$ cat src/design/tld_ram.sv
module tld_ram #(
	parameter int WIDTH = 8,
	parameter int DEPTH = 16
) (
	input  logic                                      clk,
	input  logic                                      we,
	input  logic [(DEPTH > 1 ? $clog2(DEPTH) : 1)-1:0] waddr,
	input  logic [WIDTH-1:0]                          wdata,
	input  logic                                      re,
	input  logic [(DEPTH > 1 ? $clog2(DEPTH) : 1)-1:0] raddr,
	output logic [WIDTH-1:0]                          rdata
);

	logic [WIDTH-1:0] mem [DEPTH];

	// One write port, one registered read port; read during write gives old data
	always_ff @(posedge clk) begin
		if (we) begin
			mem[waddr] <= wdata;
		end
		if (re) begin
			rdata <= mem[raddr];
		end
	end

endmodule

$ cat config.mk
export PLATFORM = sky130hd
export DESIGN_NAME = tld_ram
export DESIGN_NICKNAME = d
export VERILOG_FILES = /design/src/design/tld_ram.sv
export SDC_FILE = /design/constraint.sdc
export NUM_CORES = 1
export LEC_CHECK = 0
export CAP_MARGIN = 15
export CORE_MARGIN = 2
export CORE_UTILIZATION = 44
export CTS_BUF_LIST = sky130_fd_sc_hd__clkbuf_4 sky130_fd_sc_hd__clkbuf_8
export DETAILED_ROUTE_END_ITERATION = 6
export DONT_BUFFER_PORTS = 1
export PLACE_DENSITY_LB_ADDON = 0.2
export SLEW_MARGIN = 5
export SYNTH_ARGS = -nofsm -noshare
export SYNTH_HDL_FRONTEND = slang
export SYNTH_SLANG_ARGS = --single-unit
export TNS_END_PERCENT = 10
$ cat constraint.sdc
create_clock -name clk -period 4 [get_ports clk]
set_clock_uncertainty 0.2 [all_clocks]
set_input_delay 0.8 -clock clk [delete_from_list [all_inputs] [get_ports clk]]
set_output_delay 0.8 -clock clk [all_outputs]
set_load 0.01 [all_outputs]
==> flow_summary_export.csv <==
group,metric,value,unit
sta,setup_viol,0,
sta,finalHoldViolations,0,
worst_setup_path,crit_fanout,8,
global_routing,grt_pass1_wl,14.4,mm
sta,relSlewSlack,40.2,%
final_layout,synthToLayoutAreaGrowth,8.86,%
sta,worstMarginPinSlew,0.894,ns
sta,slew_violations,0,
clocking,clock-sinks,136,
power_and_ir_drop,internal-power,0.00215,W
route,drt-wirelength-per-cell,24.4,µm
die,row_count,39,
final_layout,layout_commonest_cell,"edfxtp_1",
clocking,htree_levels,4,
final_layout,register_area,0.00408,mm²
global_routing,grt_max_degree,33,
die,die_area,0.0128,mm²
sta,layout_setup_ws,2.01,ns
die,start_util,45.4,%
die,die_y,113,µm
die,ioPinCount,27,
place,dp_hpwl,6.08,mm
final_layout,fill_cells,930,
route,drt_pass1_iterations,7,
worst_setup_path,worstPathRequired,3.86,ns
route,vias,2276,
final_layout,final_nets,261,
final_layout,final_cell_mix,"136 x edfxtp_1, 18 x mux4_2, 17 x clkbuf_8",
power_and_ir_drop,p_sw_share,19.9,%
power_and_ir_drop,power_switching,0.000535,W
synthesis,ys_warn_count,0,
synthesis,syn_area,0.00523,mm²
place,place_ws,1.56,ns
synthesis,ys_seq_area_share,78.1,%
synthesis,syn-instance-count,229,
worst_setup_path,arrival,1.85,ns
sta,rsz0062_at_grt,"false",
sta,post-route-min-period,1.99,ns
clocking,clk-insertion-delay-late,0.43,ns
final_layout,multi_input_area,0.00106,mm²
route,drt_wl_total,9.69,mm
clocking,cts_root_buffer,"clkbuf_8",
power_and_ir_drop,peakVddDrop,0.171,mV
worst_setup_path,end_kind,"register",
job,cap_violations,0,
clocking,post_cts_buffers,0,
worst_setup_path,worstSetupStartpointType,"input pin",
sta,tns,0,ns
clocking,post_cts_resized,0,
sta,fmax,503,MHz
global_routing,grt_pass1_vias,2305,
place,place_congestion,0.788,
power_and_ir_drop,pwr-share-comb,3.1,%
worst_setup_path,cp_cell_sequence,"or3b_2, nor2_1",
global_routing,grt_use_total,16.3,%
synthesis,ys_ff_latch,136,
clocking,cts_hold_buf,0,
final_layout,fin_util,49.4,%
global_routing,gr-total-overflow,0,
route,drc_errors,1,
route,first_iter_violations,158,
clocking,cts_tree,"yes",
sta,finalCritPeriodShare,49.7,%
clocking,cts_max_path_buffers,2,
route,ant_nets,0,
die,die-width,113,µm
hold_path,hp-class,"input pin to register",
power_and_ir_drop,p_clk_share,36.6,%
worst_setup_path,crit_type,"input pin to register",
clocking,numCtsBuffers,17,
synthesis,syn_nets,248,
clocking,clkTransAtPathRegs,0.08,ns
status,status,"complete, but fails checks",
worst_setup_path,max_stage_delay,0.55,ns
worst_setup_path,crit_slowest_cell,"nor2_1",
synthesis,yosys.cell_types.count,18,
worst_setup_path,crit_family,"simple AND/OR/NAND/NOR gates",
synthesis,avgSynthCellArea,22.8,µm²
power_and_ir_drop,power_density,471,mW/mm²
status,violations,"design-rule violations",
final_layout,final_layout_size_suffix_gt1_share,20.9,%
worst_setup_path,path_buf_inv,0,
power_and_ir_drop,p_seq_share,60.3,%
place,dp.cells,366,
final_layout,post_layout_nonfiller_instances,397,
die,core-area,0.0115,mm²
place,numPortBuffers,0,
final_layout,antennaDiodeCount,0,
power_and_ir_drop,leakage,1.81,nW
route,vias_per_cell,5.73,
global_routing,antenna_found_initial,0,
[metrics by stage]
step	hold slack [ns]	instance area, µm²	power, W
floorplan	0.505	5230	0.00173
global placement	0.534	5350	0.00173
detailed placement	0.553	5350	0.00173
CTS	0.230	5690	0.00271
global route	0.219	5690	0.00277
finish	0.259	5690	0.00268
[cells in the mapped netlist]
master | instances | share of area [%]
a22oi_1 | 16 | 2.3
and2_1 | 1 | 0.12
and2b_1 | 1 | 0.14
buf_2 | 3 | 0.29
buf_4 | 1 | 0.14
buf_6 | 3 | 0.65
clkdlybuf4s25_2 | 3 | 0.57
edfxtp_1 | 136 | 78
mux4_1 | 14 | 7.0
mux4_2 | 18 | 7.8
nand2_1 | 9 | 0.65
nand2b_1 | 2 | 0.24
nand3_1 | 1 | 0.096
nand3b_1 | 2 | 0.29
nor2_1 | 13 | 0.93
nor2b_1 | 1 | 0.12
nor3_1 | 4 | 0.38
or3b_2 | 1 | 0.17
[worst register-to-register path, delay by kind of cell, from the launching register on]
kind | cells | cell delay, ns
mux | 1 | 0.52
compound gates | 1 | 0.30
flops | 1 | 0.40
simple gates | 1 | 0.09
[final timing paths]
kind / slack [ns] / to / from / cells after the start
setup / recovery: 2.01 / mem[1][0] / waddr[2] / 2
hold / removal: 0.26 / mem[14][0] / wdata[0] / 0
setup reg to reg: 2.26 / rdata[2] / mem[3][2] / 3
hold reg to reg: 0.55 / rdata[2] / mem[12][2] / 3
[logic make-up after synthesis]
kind of cell           synth area share (%)
DFF                                    78.1
and+or+nand+nor                        3.14
muxes                                  14.8
AOI/OAI and AO/OA                      2.30
buffers and inverters                  1.65
[power by group through the flow]
stage	combinational, W	sequential (W)	clock (W)
global placement	0.0000850	0.00165	0
finish	0.0000841	0.00162	0.000981
floorplan	0.0000810	0.00164	0
CTS	0.0000860	0.00162	0.00100
global route	0.0000918	0.00162	0.00106
detailed placement	0.0000860	0.00165	0
[cell type report]
cell class,instances,share of cell area (%)
tap,143,3.14
timing repair buffer,4,0.528
sequential,136,71.8
clock buffer,20,4.51
multi-input combinational,83,18.6
clock inverter,11,1.47
[registers in the layout, summed over array words and instances (netlist names)]
register,cells
mem,128
rdata,8
[per-layer routing]
metal / track usage [%] / up-vias / wire length (µm)
met5: 0 / - / 0
met3: 5.57 / 12 / 696
met1: 21.9 / 1179 / 4070
li1: - / 1002 / -
met4: 5.61 / 0 / 124
met2: 25.3 / 83 / 4800
Note: power is estimated with default switching activity, not from simulation.
